## src/hdl/rsg_pkg.sv

```systemverilog
// Shared types, constants and the helper function of the residual stage gate.
`default_nettype none
package rsg_pkg;

	localparam int MAX_DIM = 4096;
	localparam int CNT_W   = $clog2(MAX_DIM + 1);
	localparam int SUM_W   = 48;
	localparam int DVS_W   = CNT_W;
	localparam int ROOT_W  = SUM_W / 2;
	localparam int SAMP_W  = 16;
	localparam int LAYER_W = 9;
	localparam int CFG_W   = 32;
	localparam int IDX_W   = 3;

	localparam logic [31:0]      HASH_MULT  = 32'h9E37_79B1;
	localparam logic [13:0]      FM_SCALE   = 14'd15625;
	localparam logic [11:0]      RMS_COEF   = 12'd2662;
	localparam logic [10:0]      PEAK_COEF  = 11'd1434;
	localparam logic [9:0]       MOD_BASE   = 10'd1000;
	localparam logic [7:0]       RANK_FULL  = 8'd128;

	// The hash quotient is (h >> 3) / 125 by reciprocal, exact for a 29-bit numerator.
	localparam logic [29:0]      HASH_RECIP = 30'd549755814;
	localparam int               HASH_SH    = 36;
	// The drift step is (98304 * rank_left) / 125 by reciprocal, exact below 2^24.
	localparam logic [16:0]      STEP_SCALE = 17'd98304;
	localparam logic [24:0]      STEP_RECIP = 25'd17179870;
	localparam int               STEP_SH    = 31;

	localparam logic [IDX_W-1:0] REG_THRESHOLD = 3'd0;
	localparam logic [IDX_W-1:0] REG_PROFILE   = 3'd1;
	localparam logic [IDX_W-1:0] REG_RANK      = 3'd2;
	localparam logic [IDX_W-1:0] REG_BUDGET    = 3'd3;
	localparam logic [IDX_W-1:0] REG_FORCE     = 3'd4;

	typedef enum logic [2:0] {
		CAUSE_NONE   = 3'd0,
		CAUSE_FORCED = 3'd1,
		CAUSE_ENERGY = 3'd2,
		CAUSE_HASH   = 3'd3,
		CAUSE_DRIFT  = 3'd4,
		CAUSE_SKIP   = 3'd5
	} cause_t;

	typedef enum logic [3:0] {
		S_ACC,
		S_MEAN_GO,
		S_MEAN_RUN,
		S_ROOT_GO,
		S_ROOT_RUN,
		S_PROD,
		S_SCORE,
		S_HASH_QUO,
		S_HASH_REM,
		S_EMIT
	} state_t;

	typedef struct packed {
		logic     take_ok;
		logic     div_start;
		logic     sqrt_start;
		logic     prod_en;
		logic     score_en;
		logic     hash_quo;
		logic     hash_cap;
		logic     emit;
	} cmd_t;

	typedef struct packed {
		logic last_take;
		logic div_done;
		logic sqrt_done;
		logic out_free;
	} stat_t;

	function automatic logic [9:0] fallback_limit(input logic [1:0] prof);
		logic [9:0] lim;
		case (prof)
			2'd3: lim = 10'd900;
			2'd2: lim = 10'd450;
			2'd1: lim = 10'd200;
			default: lim = 10'd0;
		endcase
		return lim;
	endfunction

endpackage
`default_nettype wire

```

## src/hdl/rsg_div.sv

```systemverilog
// Restoring divider for the mean square, one quotient bit per cycle.
`default_nettype none
module rsg_div (
	input  wire logic                       clk,
	input  wire logic                       arst_n,
	input  wire logic                       start,
	input  wire logic [rsg_pkg::SUM_W-1:0]  dividend,
	input  wire logic [rsg_pkg::DVS_W-1:0]  divisor,
	output logic                            done,
	output logic [rsg_pkg::SUM_W-1:0]       quotient
);
	localparam int CW = $clog2(rsg_pkg::SUM_W);

	logic [rsg_pkg::SUM_W-1:0]  quo_q;
	logic [rsg_pkg::DVS_W:0]    rem_q;
	logic [rsg_pkg::DVS_W-1:0]  dvs_q;
	logic [CW-1:0]              cnt_q;
	logic                       busy_q;
	logic                       done_q;
	logic [rsg_pkg::DVS_W:0]    rem_sh;
	logic                       ge;

	assign rem_sh = {rem_q[rsg_pkg::DVS_W-1:0], quo_q[rsg_pkg::SUM_W-1]};
	assign ge     = rem_sh >= {1'b0, dvs_q};

	always_ff @(posedge clk or negedge arst_n) begin
		if (!arst_n) begin
			busy_q <= 1'b0;
			done_q <= 1'b0;
			cnt_q  <= '0;
		end else begin
			done_q <= 1'b0;
			if (start) begin
				busy_q <= 1'b1;
				cnt_q  <= '0;
			end else if (busy_q) begin
				cnt_q <= cnt_q + CW'(1);
				if (cnt_q == CW'(rsg_pkg::SUM_W - 1)) begin
					busy_q <= 1'b0;
					done_q <= 1'b1;
				end
			end
		end
	end

	always_ff @(posedge clk) begin
		if (start) begin
			quo_q <= dividend;
			rem_q <= '0;
			dvs_q <= divisor;
		end else if (busy_q) begin
			quo_q <= {quo_q[rsg_pkg::SUM_W-2:0], ge};
			rem_q <= ge ? (rem_sh - {1'b0, dvs_q}) : rem_sh;
		end
	end

	assign done      = done_q;
	assign quotient  = quo_q;

	a_done_end: assert property (@(posedge clk) disable iff (!arst_n)
		$fell(busy_q) |-> done_q)
		else $error("divider finished without done");

endmodule
`default_nettype wire

```

## src/hdl/rsg_sqrt.sv

```systemverilog
// Integer square root, one result bit per cycle.
`default_nettype none
module rsg_sqrt (
	input  wire logic                       clk,
	input  wire logic                       arst_n,
	input  wire logic                       start,
	input  wire logic [rsg_pkg::SUM_W-1:0]  radicand,
	output logic                            done,
	output logic [rsg_pkg::ROOT_W-1:0]      root
);
	localparam int CW = $clog2(rsg_pkg::ROOT_W);
	localparam int RW = rsg_pkg::ROOT_W + 2;

	logic [rsg_pkg::SUM_W-1:0]  rad_q;
	logic [rsg_pkg::ROOT_W-1:0] root_q;
	logic [RW-1:0]              rem_q;
	logic [CW-1:0]              cnt_q;
	logic                       busy_q;
	logic                       done_q;
	logic [RW+1:0]              rem_sh;
	logic [RW+1:0]              trial;
	logic [RW+1:0]              rem_nx;
	logic                       ge;

	assign rem_sh = {rem_q, rad_q[rsg_pkg::SUM_W-1 -: 2]};
	assign trial  = {2'b00, root_q, 2'b01};
	assign ge     = rem_sh >= trial;
	assign rem_nx = ge ? (rem_sh - trial) : rem_sh;

	always_ff @(posedge clk or negedge arst_n) begin
		if (!arst_n) begin
			busy_q <= 1'b0;
			done_q <= 1'b0;
			cnt_q  <= '0;
		end else begin
			done_q <= 1'b0;
			if (start) begin
				busy_q <= 1'b1;
				cnt_q  <= '0;
			end else if (busy_q) begin
				cnt_q <= cnt_q + CW'(1);
				if (cnt_q == CW'(rsg_pkg::ROOT_W - 1)) begin
					busy_q <= 1'b0;
					done_q <= 1'b1;
				end
			end
		end
	end

	always_ff @(posedge clk) begin
		if (start) begin
			rad_q  <= radicand;
			root_q <= '0;
			rem_q  <= '0;
		end else if (busy_q) begin
			rad_q  <= {rad_q[rsg_pkg::SUM_W-3:0], 2'b00};
			root_q <= {root_q[rsg_pkg::ROOT_W-2:0], ge};
			rem_q  <= rem_nx[RW-1:0];
		end
	end

	assign done = done_q;
	assign root = root_q;

	a_done_end: assert property (@(posedge clk) disable iff (!arst_n)
		$fell(busy_q) |-> done_q)
		else $error("square root finished without done");

endmodule
`default_nettype wire

```

## src/hdl/rsg_ctrl.sv

```systemverilog
// Controller state machine that sequences accumulation, arithmetic and decision.
`default_nettype none
module rsg_ctrl (
	input  wire logic           clk,
	input  wire logic           arst_n,
	input  wire rsg_pkg::stat_t stat,
	output rsg_pkg::cmd_t       cmd
);
	rsg_pkg::state_t state_q;
	rsg_pkg::state_t state_nx;

	always_ff @(posedge clk or negedge arst_n) begin
		if (!arst_n) begin
			state_q <= rsg_pkg::S_ACC;
		end else begin
			state_q <= state_nx;
		end
	end

	always_comb begin
		state_nx = state_q;
		case (state_q)
			rsg_pkg::S_ACC:      if (stat.last_take) state_nx = rsg_pkg::S_MEAN_GO;
			rsg_pkg::S_MEAN_GO:  state_nx = rsg_pkg::S_MEAN_RUN;
			rsg_pkg::S_MEAN_RUN: if (stat.div_done) state_nx = rsg_pkg::S_ROOT_GO;
			rsg_pkg::S_ROOT_GO:  state_nx = rsg_pkg::S_ROOT_RUN;
			rsg_pkg::S_ROOT_RUN: if (stat.sqrt_done) state_nx = rsg_pkg::S_PROD;
			rsg_pkg::S_PROD:     state_nx = rsg_pkg::S_SCORE;
			rsg_pkg::S_SCORE:    state_nx = rsg_pkg::S_HASH_QUO;
			rsg_pkg::S_HASH_QUO: state_nx = rsg_pkg::S_HASH_REM;
			rsg_pkg::S_HASH_REM: state_nx = rsg_pkg::S_EMIT;
			rsg_pkg::S_EMIT:     if (stat.out_free) state_nx = rsg_pkg::S_ACC;
			default:             state_nx = rsg_pkg::S_ACC;
		endcase
	end

	always_comb begin
		cmd = '0;
		case (state_q)
			rsg_pkg::S_ACC:      cmd.take_ok = 1'b1;
			rsg_pkg::S_MEAN_GO:  cmd.div_start = 1'b1;
			rsg_pkg::S_ROOT_GO:  cmd.sqrt_start = 1'b1;
			rsg_pkg::S_PROD:     cmd.prod_en = 1'b1;
			rsg_pkg::S_SCORE:    cmd.score_en = 1'b1;
			rsg_pkg::S_HASH_QUO: cmd.hash_quo = 1'b1;
			rsg_pkg::S_HASH_REM: cmd.hash_cap = 1'b1;
			rsg_pkg::S_EMIT:     cmd.emit = stat.out_free;
			default:             cmd.take_ok = 1'b0;
		endcase
	end

	a_emit_only_free: assert property (@(posedge clk) disable iff (!arst_n)
		cmd.emit |-> (stat.out_free && state_q == rsg_pkg::S_EMIT))
		else $error("decision issued while output is occupied");

endmodule
`default_nettype wire

```

## src/hdl/rsg_dp.sv

```systemverilog
// Datapath: accumulators, score and hash arithmetic, drift and output registers.
`default_nettype none
module rsg_dp (
	input  wire logic                         clk,
	input  wire logic                         arst_n,
	input  wire rsg_pkg::cmd_t                cmd,
	output rsg_pkg::stat_t                    stat,
	input  wire logic                         cfg_we,
	input  wire logic [rsg_pkg::IDX_W-1:0]    cfg_index,
	input  wire logic [rsg_pkg::CFG_W-1:0]    cfg_data,
	input  wire logic                         in_valid,
	output logic                              in_ready,
	input  wire logic signed [rsg_pkg::SAMP_W-1:0] act_sample,
	input  wire logic                         last_element,
	input  wire logic [rsg_pkg::LAYER_W-1:0]  layer_index,
	input  wire logic                         new_sequence,
	output logic                              out_valid,
	input  wire logic                         out_ready,
	output logic                              use_residual,
	output logic [2:0]                        decision_cause,
	output logic [15:0]                       gate_score,
	output logic [31:0]                       drift_level
);
	localparam int CW = rsg_pkg::CNT_W;

	logic [15:0] thr_q;
	logic [1:0]  prof_q;
	logic [7:0]  rank_q;
	logic [31:0] budget_q;
	logic        force_q;

	logic [rsg_pkg::SUM_W-1:0]   sum_q;
	logic [15:0]                 peak_q;
	logic [15:0]                 first_q;
	logic [CW-1:0]               cnt_q;
	logic [31:0]                 drift_q;
	logic [rsg_pkg::LAYER_W-1:0] layer_q;

	logic [35:0] rms_prod_s1;
	logic [26:0] peak_prod_s1;
	logic [29:0] fm_prod_s1;
	logic [31:0] lay_prod_s1;
	logic [23:0] step_num_s1;
	logic [15:0] score_q;
	logic [31:0] hash_q;
	logic [16:0] step_q;
	logic [22:0] hash_quo_q;
	logic        fb_hit_q;

	logic        out_valid_q;
	logic        use_q;
	rsg_pkg::cause_t cause_q;
	logic [15:0] score_out_q;
	logic [31:0] drift_out_q;

	logic        take;
	logic [15:0] raw;
	logic [15:0] mag;
	logic [31:0] sq;
	logic [15:0] fm;
	logic [7:0]  rank_left;
	logic [36:0] score_sum;
	logic [24:0] score_sh;
	logic [48:0] step_prod;
	logic [58:0] hash_quo_prod;
	logic [31:0] hash_rem;

	logic                        div_done;
	logic [rsg_pkg::SUM_W-1:0]   div_quo;
	logic                        sqrt_done;
	logic [rsg_pkg::ROOT_W-1:0]  root;

	logic [32:0] drift_sum;
	logic [31:0] drift_sat;
	logic        use_nx;
	rsg_pkg::cause_t cause_nx;
	logic [31:0] drift_nx;

	assign in_ready = cmd.take_ok;
	assign take     = in_valid && cmd.take_ok;
	assign raw      = act_sample;
	assign mag      = raw[15] ? (~raw + 16'd1) : raw;
	assign sq       = mag * mag;
	assign fm       = first_q[15] ? (~first_q + 16'd1) : first_q;
	assign rank_left = (rank_q > rsg_pkg::RANK_FULL) ? 8'd0 : (rsg_pkg::RANK_FULL - rank_q);

	always_ff @(posedge clk or negedge arst_n) begin
		if (!arst_n) begin
			thr_q    <= 16'd1434;
			prof_q   <= 2'd2;
			rank_q   <= 8'd64;
			budget_q <= 32'd838861;
			force_q  <= 1'b0;
		end else if (cfg_we) begin
			case (cfg_index)
				rsg_pkg::REG_THRESHOLD: thr_q    <= cfg_data[15:0];
				rsg_pkg::REG_PROFILE:   prof_q   <= cfg_data[1:0];
				rsg_pkg::REG_RANK:      rank_q   <= cfg_data[7:0];
				rsg_pkg::REG_BUDGET:    budget_q <= cfg_data;
				rsg_pkg::REG_FORCE:     force_q  <= cfg_data[0];
				default:                force_q  <= force_q;
			endcase
		end
	end

	always_ff @(posedge clk or negedge arst_n) begin
		if (!arst_n) begin
			sum_q   <= '0;
			peak_q  <= '0;
			first_q <= '0;
			cnt_q   <= '0;
			drift_q <= '0;
		end else if (cmd.emit) begin
			sum_q   <= '0;
			peak_q  <= '0;
			first_q <= '0;
			cnt_q   <= '0;
			drift_q <= drift_nx;
		end else if (take) begin
			if (new_sequence) begin
				drift_q <= '0;
			end
			if (cnt_q < CW'(rsg_pkg::MAX_DIM)) begin
				if (cnt_q == '0) begin
					first_q <= raw;
				end
				sum_q <= sum_q + {{(rsg_pkg::SUM_W-32){1'b0}}, sq};
				if (mag > peak_q) begin
					peak_q <= mag;
				end
				cnt_q <= cnt_q + CW'(1);
			end
		end
	end

	assign step_prod     = 49'(step_num_s1) * 49'(rsg_pkg::STEP_RECIP);
	assign hash_quo_prod = 59'(hash_q[31:3]) * 59'(rsg_pkg::HASH_RECIP);
	assign hash_rem      = hash_q - 32'(hash_quo_q) * 32'(rsg_pkg::MOD_BASE);

	always_ff @(posedge clk) begin
		if (take && last_element) begin
			layer_q <= layer_index;
		end
		if (cmd.prod_en) begin
			rms_prod_s1  <= rsg_pkg::RMS_COEF * root;
			peak_prod_s1 <= rsg_pkg::PEAK_COEF * peak_q;
			fm_prod_s1   <= rsg_pkg::FM_SCALE * fm;
			lay_prod_s1  <= rsg_pkg::HASH_MULT * {23'd0, layer_q};
			step_num_s1  <= rsg_pkg::STEP_SCALE * rank_left;
		end
		if (cmd.score_en) begin
			score_q <= (score_sh > 25'd65535) ? 16'hFFFF : score_sh[15:0];
			hash_q  <= lay_prod_s1 ^ {8'd0, fm_prod_s1[29:6]};
			step_q  <= step_prod[rsg_pkg::STEP_SH+16:rsg_pkg::STEP_SH];
		end
		if (cmd.hash_quo) begin
			hash_quo_q <= hash_quo_prod[rsg_pkg::HASH_SH+22:rsg_pkg::HASH_SH];
		end
		if (cmd.hash_cap) begin
			fb_hit_q <= hash_rem < {22'd0, rsg_pkg::fallback_limit(prof_q)};
		end
	end

	assign score_sum = {1'b0, rms_prod_s1} + {10'd0, peak_prod_s1};
	assign score_sh  = score_sum[36:12];

	rsg_div u_div (
		.clk       (clk),
		.arst_n    (arst_n),
		.start     (cmd.div_start),
		.dividend  (sum_q),
		.divisor   (cnt_q),
		.done      (div_done),
		.quotient  (div_quo)
	);

	rsg_sqrt u_sqrt (
		.clk      (clk),
		.arst_n   (arst_n),
		.start    (cmd.sqrt_start),
		.radicand (div_quo),
		.done     (sqrt_done),
		.root     (root)
	);

	assign drift_sum = {1'b0, drift_q} + {16'd0, step_q};
	assign drift_sat = drift_sum[32] ? 32'hFFFF_FFFF : drift_sum[31:0];

	always_comb begin
		use_nx   = 1'b0;
		cause_nx = rsg_pkg::CAUSE_NONE;
		drift_nx = drift_q;
		if (rank_q != 8'd0) begin
			if (force_q) begin
				use_nx   = 1'b1;
				cause_nx = rsg_pkg::CAUSE_FORCED;
			end else if (score_q > thr_q) begin
				use_nx   = 1'b1;
				cause_nx = rsg_pkg::CAUSE_ENERGY;
			end else if (fb_hit_q) begin
				use_nx   = 1'b1;
				cause_nx = rsg_pkg::CAUSE_HASH;
			end else if (drift_sat > budget_q) begin
				use_nx   = 1'b1;
				cause_nx = rsg_pkg::CAUSE_DRIFT;
				drift_nx = {1'b0, drift_sat[31:1]};
			end else begin
				cause_nx = rsg_pkg::CAUSE_SKIP;
				drift_nx = drift_sat;
			end
		end
	end

	always_ff @(posedge clk or negedge arst_n) begin
		if (!arst_n) begin
			out_valid_q <= 1'b0;
		end else if (cmd.emit) begin
			out_valid_q <= 1'b1;
		end else if (out_ready) begin
			out_valid_q <= 1'b0;
		end
	end

	always_ff @(posedge clk) begin
		if (cmd.emit) begin
			use_q       <= use_nx;
			cause_q     <= cause_nx;
			score_out_q <= score_q;
			drift_out_q <= drift_nx;
		end
	end

	assign stat.last_take = take && last_element;
	assign stat.div_done  = div_done;
	assign stat.sqrt_done = sqrt_done;
	assign stat.out_free  = !out_valid_q || out_ready;

	assign out_valid      = out_valid_q;
	assign use_residual   = use_q;
	assign decision_cause = cause_q;
	assign gate_score     = score_out_q;
	assign drift_level    = drift_out_q;

	a_cnt_bound: assert property (@(posedge clk) disable iff (!arst_n)
		cnt_q <= CW'(rsg_pkg::MAX_DIM))
		else $error("element count beyond vector limit");

	a_use_cause: assert property (@(posedge clk) disable iff (!arst_n)
		out_valid_q |-> (use_q == (cause_q == rsg_pkg::CAUSE_FORCED
			|| cause_q == rsg_pkg::CAUSE_ENERGY || cause_q == rsg_pkg::CAUSE_HASH
			|| cause_q == rsg_pkg::CAUSE_DRIFT)))
		else $error("residual flag disagrees with decision cause");

endmodule
`default_nettype wire

```

## src/hdl/residual_stage_gate.sv

```systemverilog
// Top level of the residual stage gate: controller and datapath.
//
//   Channel  Direction  Handshake              Payload
//   in       request    in_valid / in_ready    act_sample, last_element, layer_index,
//                                              new_sequence
//   out      request    out_valid / out_ready  use_residual, decision_cause, gate_score,
//                                              drift_level
//   cfg      write      cfg_we                 cfg_index, cfg_data
//
// Between decisions one element is taken per cycle; a vector's last one starts the next.
// With the output free, out_valid rises and in_ready returns once the vector has
// gone through the 48-step mean divider, the 24-step square root unit and the product,
// score, hash quotient, hash remainder and decision states, in that order.
// No request is taken during the decision; a pending result does not block new elements,
// but the next decision waits until that result is accepted.
// Reset clears the accumulators, the drift level and loads register defaults.
`default_nettype none
module residual_stage_gate (
	input  wire logic                               clk,
	input  wire logic                               arst_n,
	input  wire logic                               cfg_we,
	input  wire logic [rsg_pkg::IDX_W-1:0]          cfg_index,
	input  wire logic [rsg_pkg::CFG_W-1:0]          cfg_data,
	input  wire logic                               in_valid,
	output logic                                    in_ready,
	input  wire logic signed [rsg_pkg::SAMP_W-1:0]  act_sample,
	input  wire logic                               last_element,
	input  wire logic [rsg_pkg::LAYER_W-1:0]        layer_index,
	input  wire logic                               new_sequence,
	output logic                                    out_valid,
	input  wire logic                               out_ready,
	output logic                                    use_residual,
	output logic [2:0]                              decision_cause,
	output logic [15:0]                             gate_score,
	output logic [31:0]                             drift_level
);
	rsg_pkg::cmd_t  cmd;
	rsg_pkg::stat_t stat;

	rsg_ctrl u_ctrl (
		.clk    (clk),
		.arst_n (arst_n),
		.stat   (stat),
		.cmd    (cmd)
	);

	rsg_dp u_dp (
		.clk            (clk),
		.arst_n         (arst_n),
		.cmd            (cmd),
		.stat           (stat),
		.cfg_we         (cfg_we),
		.cfg_index      (cfg_index),
		.cfg_data       (cfg_data),
		.in_valid       (in_valid),
		.in_ready       (in_ready),
		.act_sample     (act_sample),
		.last_element   (last_element),
		.layer_index    (layer_index),
		.new_sequence   (new_sequence),
		.out_valid      (out_valid),
		.out_ready      (out_ready),
		.use_residual   (use_residual),
		.decision_cause (decision_cause),
		.gate_score     (gate_score),
		.drift_level    (drift_level)
	);

endmodule
`default_nettype wire

```

## config.mk

```make
export PLATFORM = sky130hd
export DESIGN_NAME = residual_stage_gate
export DESIGN_NICKNAME = d
export VERILOG_FILES = /design/src/hdl/rsg_pkg.sv /design/src/hdl/rsg_div.sv /design/src/hdl/rsg_sqrt.sv /design/src/hdl/rsg_ctrl.sv /design/src/hdl/rsg_dp.sv /design/src/hdl/residual_stage_gate.sv
export SDC_FILE = /design/constraint.sdc
export NUM_CORES = 2
export LEC_CHECK = 0
export ABC_AREA = 1
export ABC_CLOCK_PERIOD_IN_PS = 6500
export BUFFER_PORTS_ARGS = -buffer_cell sky130_fd_sc_hd__buf_2
export CORE_MARGIN = 2
export CORE_UTILIZATION = 30
export CTS_BUF_LIST = sky130_fd_sc_hd__clkbuf_16
export DETAILED_ROUTE_END_ITERATION = 16
export HOLD_SLACK_MARGIN = 0.05
export PLACE_DENSITY = 0.57
export RECOVER_POWER = 100
export SYNTH_ARGS = -nofsm -noshare
export SYNTH_HDL_FRONTEND = slang
export SYNTH_SLANG_ARGS = --single-unit
```

## constraint.sdc

```tcl
create_clock -name clk -period 6.5 [get_ports clk]
set_clock_uncertainty 0.15 [all_clocks]
set_input_delay 1.3 -clock clk [delete_from_list [all_inputs] [get_ports clk]]
set_output_delay 1.3 -clock clk [all_outputs]
set_load 0.01 [all_outputs]
```

==> results.sh <==
export IMPL_dpl_cell_area_sq_um=88100
export IMPL_path_clk_slew_ps=60
export IMPL_synth_edff_count=382
export IMPL_finalWirelength_mm=210
export IMPL_async_flop_share=0.314
export IMPL_core_area_sq_um=259000
export IMPL_setup_viol=40
export IMPL_min_delay_start="u_dp.lay_prod_s1[28]"
export IMPL_synth_top_area_frac=0.215
export IMPL_post_drt_wl_per_cell_um=15.8
export IMPL_portBuffers=120
export IMPL_r2r_slack_ps=-20
export IMPL_clk_latency_ps=710
export IMPL_rsz0062_at_grt="true"
export IMPL_avgSynthCellArea_sq_um=8.68
export IMPL_slowest_stage="fa_1"
export IMPL_worstRegToRegCells=25
export IMPL_min_path_cells=0
export IMPL_synth_warnings=0
export IMPL_crit_fanout=4
export IMPL_synth_ff_type="edfxtp_1"
export IMPL_violations="max-capacitance violations, max-slew violations, negative setup slack"
export IMPL_report_final_slew_viol_count=711
export IMPL_hold_violations=0
export IMPL_syn_instance_count=8981
export IMPL_min_period_ps=7170
export IMPL_hold_path_class="reg -> reg"
export IMPL_final_area_sq_um=95100
export IMPL_max_stage_delay_ps=550
export IMPL_hold_slack_ps=268
export IMPL_grt_pass1_wl_mm=336
export IMPL_synth_area_top_cells="fa_1, ha_1, edfxtp_1"
export IMPL_path_buf_inv=14
export IMPL_outcome="finished with violations"
export IMPL_fp_dieW_um=514
export IMPL_synth_common_cells="inv_1, nand2_1, ha_1, fa_1, nor2_1"
export IMPL_dp_slack_ps=-1610
export IMPL_layout_drive_gt1_share=0.172
export IMPL_hpwl_mm=173
export IMPL_relSlewSlack=-2.70
export IMPL_ys_seq_elements=649
export IMPL_cp_arrival_ps=7590
export IMPL_clockRootBuffer="clkbuf_16"
export IMPL_period_share=1.10
export IMPL_worstSetupPathDepth=36
export IMPL_cpMostUsedCell="fa_1"
export IMPL_tightest_slew_ps=5550
export IMPL_start_util=0.301
export IMPL_ctsHoldBuffers=0
export IMPL_vias_per_cell=4.56
export IMPL_layout_setup_ws_ps=-667
export IMPL_drc=0
export IMPL_cts_buffer_depth=3
export IMPL_cts_tree="built"
export IMPL_nets=11900
export IMPL_die_area_sq_um=264000
export IMPL_reg2reg_from="u_dp.hash_q[15]"
export IMPL_syn_cell_area_sq_um=78000
export IMPL_htreeDepth=3
export IMPL_antenna_found_initial=13
export IMPL_fmax_ghz=0.140
export IMPL_ys_seq_area_frac=0.229
export IMPL_critPathLaunchType="input port"
export IMPL_critPathKind="in -> reg"
export IMPL_synth_area_leader_cell="fa_1"
export IMPL_place_gp_congestion=0.897
export IMPL_path_delay_family="adder cells"
export IMPL_grt_max_degree=114
export IMPL_critPathLaunch="act_sample[0]"
export IMPL_ys_types=66
export IMPL_die_y_um=514
export IMPL_dr_pass1_iters=5
export IMPL_ant_nets=0
export IMPL_grt_usage=0.159
export IMPL_fillers=26300
export IMPL_maxCapViolations=12
export IMPL_num_rows=187
export IMPL_end_kind="register"
export IMPL_worstPathRequired_ps=6920
export IMPL_ios=121
export IMPL_final_util=0.367
export IMPL_vias=60800
export IMPL_synth_most_common_cell="inv_1"
export IMPL_cts_buffers=83
export IMPL_first_iter_violations=3083
export IMPL_area_delta_synth_final_pct=22.0
export IMPL_cts_sinks=649
export IMPL_overflow=0
export IMPL_grt_pass1_vias=62200
-- per-layer routing --
| layer | up-vias | global-route usage | wire length, um |
|---|---|---|---|
| li1 | 30400 | - | - |
| met1 | 29100 | 0.222 | 100000 |
| met2 | 937 | 0.266 | 97600 |
| met3 | 226 | 0.0179 | 8060 |
| met4 | 10 | 0.0307 | 4060 |
| met5 | - | 0 | 58 |
-- cell families (layout without fill, tap and decap cells) --
logic type	after synthesis	after routing	share of synthesized area
simple gates	2454	2454	0.131
buf+inv	2260	3196	0.109
fa+ha+maj	2014	2014	0.404
compound gates	1311	1311	0.0941
flops	649	649	0.229
xor+xnor	291	291	0.0327
other cells	2	14	0.0000963
-- flip-flops by register name (all words and copies together) (netlist names), 16 cells and up --
signal / cells
u_dp.gate_score: 16
u_dp.rms_prod_s1: 35
u_dp.peak_prod_s1: 26
u_dp.u_sqrt.root: 24
u_dp.peak_q: 16
u_dp.hash_quo_q: 23
u_dp.thr_q: 16
u_dp.hash_q: 31
u_dp.score_q: 16
u_dp.u_sqrt.rem_q: 26
u_dp.u_sqrt.rad_q: 48
u_dp.first_q: 16
u_dp.fm_prod_s1: 23
u_dp.sum_q: 48
u_dp.budget_q: 32
u_dp.drift_q: 32
u_dp.lay_prod_s1: 31
u_dp.drift_level: 32
u_dp.u_div.quotient: 48
u_dp.step_q: 17
-- metrics by stage --
stage,cells,setup TNS [ps]
global placement,13100,-54090
global route,13300,-108060
CTS,13300,-13370
detailed placement,13100,-57660
finish,13300,-16130
floorplan,8990,-24760
-- cell type report --
class	count	area [sq um]	share of cell area
diodes	3	7.51	0.0000790
clock buffers	88	2200	0.0232
clock inverters	67	524	0.00551
inverters	2156	8160	0.0858
multi-input cells	6081	55400	0.583
flip-flops and latches	649	17900	0.188
well taps	3402	4260	0.0448
repair buffers	885	6670	0.0702
-- timing repair --
action | 4_1_cts | 5_1_grt
setup endpoints to repair | 62 | 71
gates resized for setup | 311 | 553
setup buffers | 49 | 85
pin swaps | 204 | 313
-- placed cells by master (no fill, tap or decap), drive strengths merged, types with 275 or more instances in the layout --
cell / synthesis / final
fa: 838 / 838
nor2: 545 / 545
a21oi: 504 / 504
ha: 1176 / 1176
nand2: 1377 / 1377
buf: 23 / 809
edfxtp: 382 / 382
nand3: 275 / 275
o21ai: 481 / 481
inv: 2148 / 2173
-- final timing paths --
path	to
worst max-delay path	u_dp.sum_q[44]
worst min-delay path	u_dp.hash_q[28]
worst max register to register	u_dp.hash_quo_q[15]
worst min register to register	u_dp.hash_q[28]
max in group asynchronous	u_dp.drift_q[0]
min in group asynchronous	u_dp.sum_q[0]
Power is left out: the tool's default activity adds up to more than one toggle a clock period on the data nets, which glitch-free logic cannot reach.
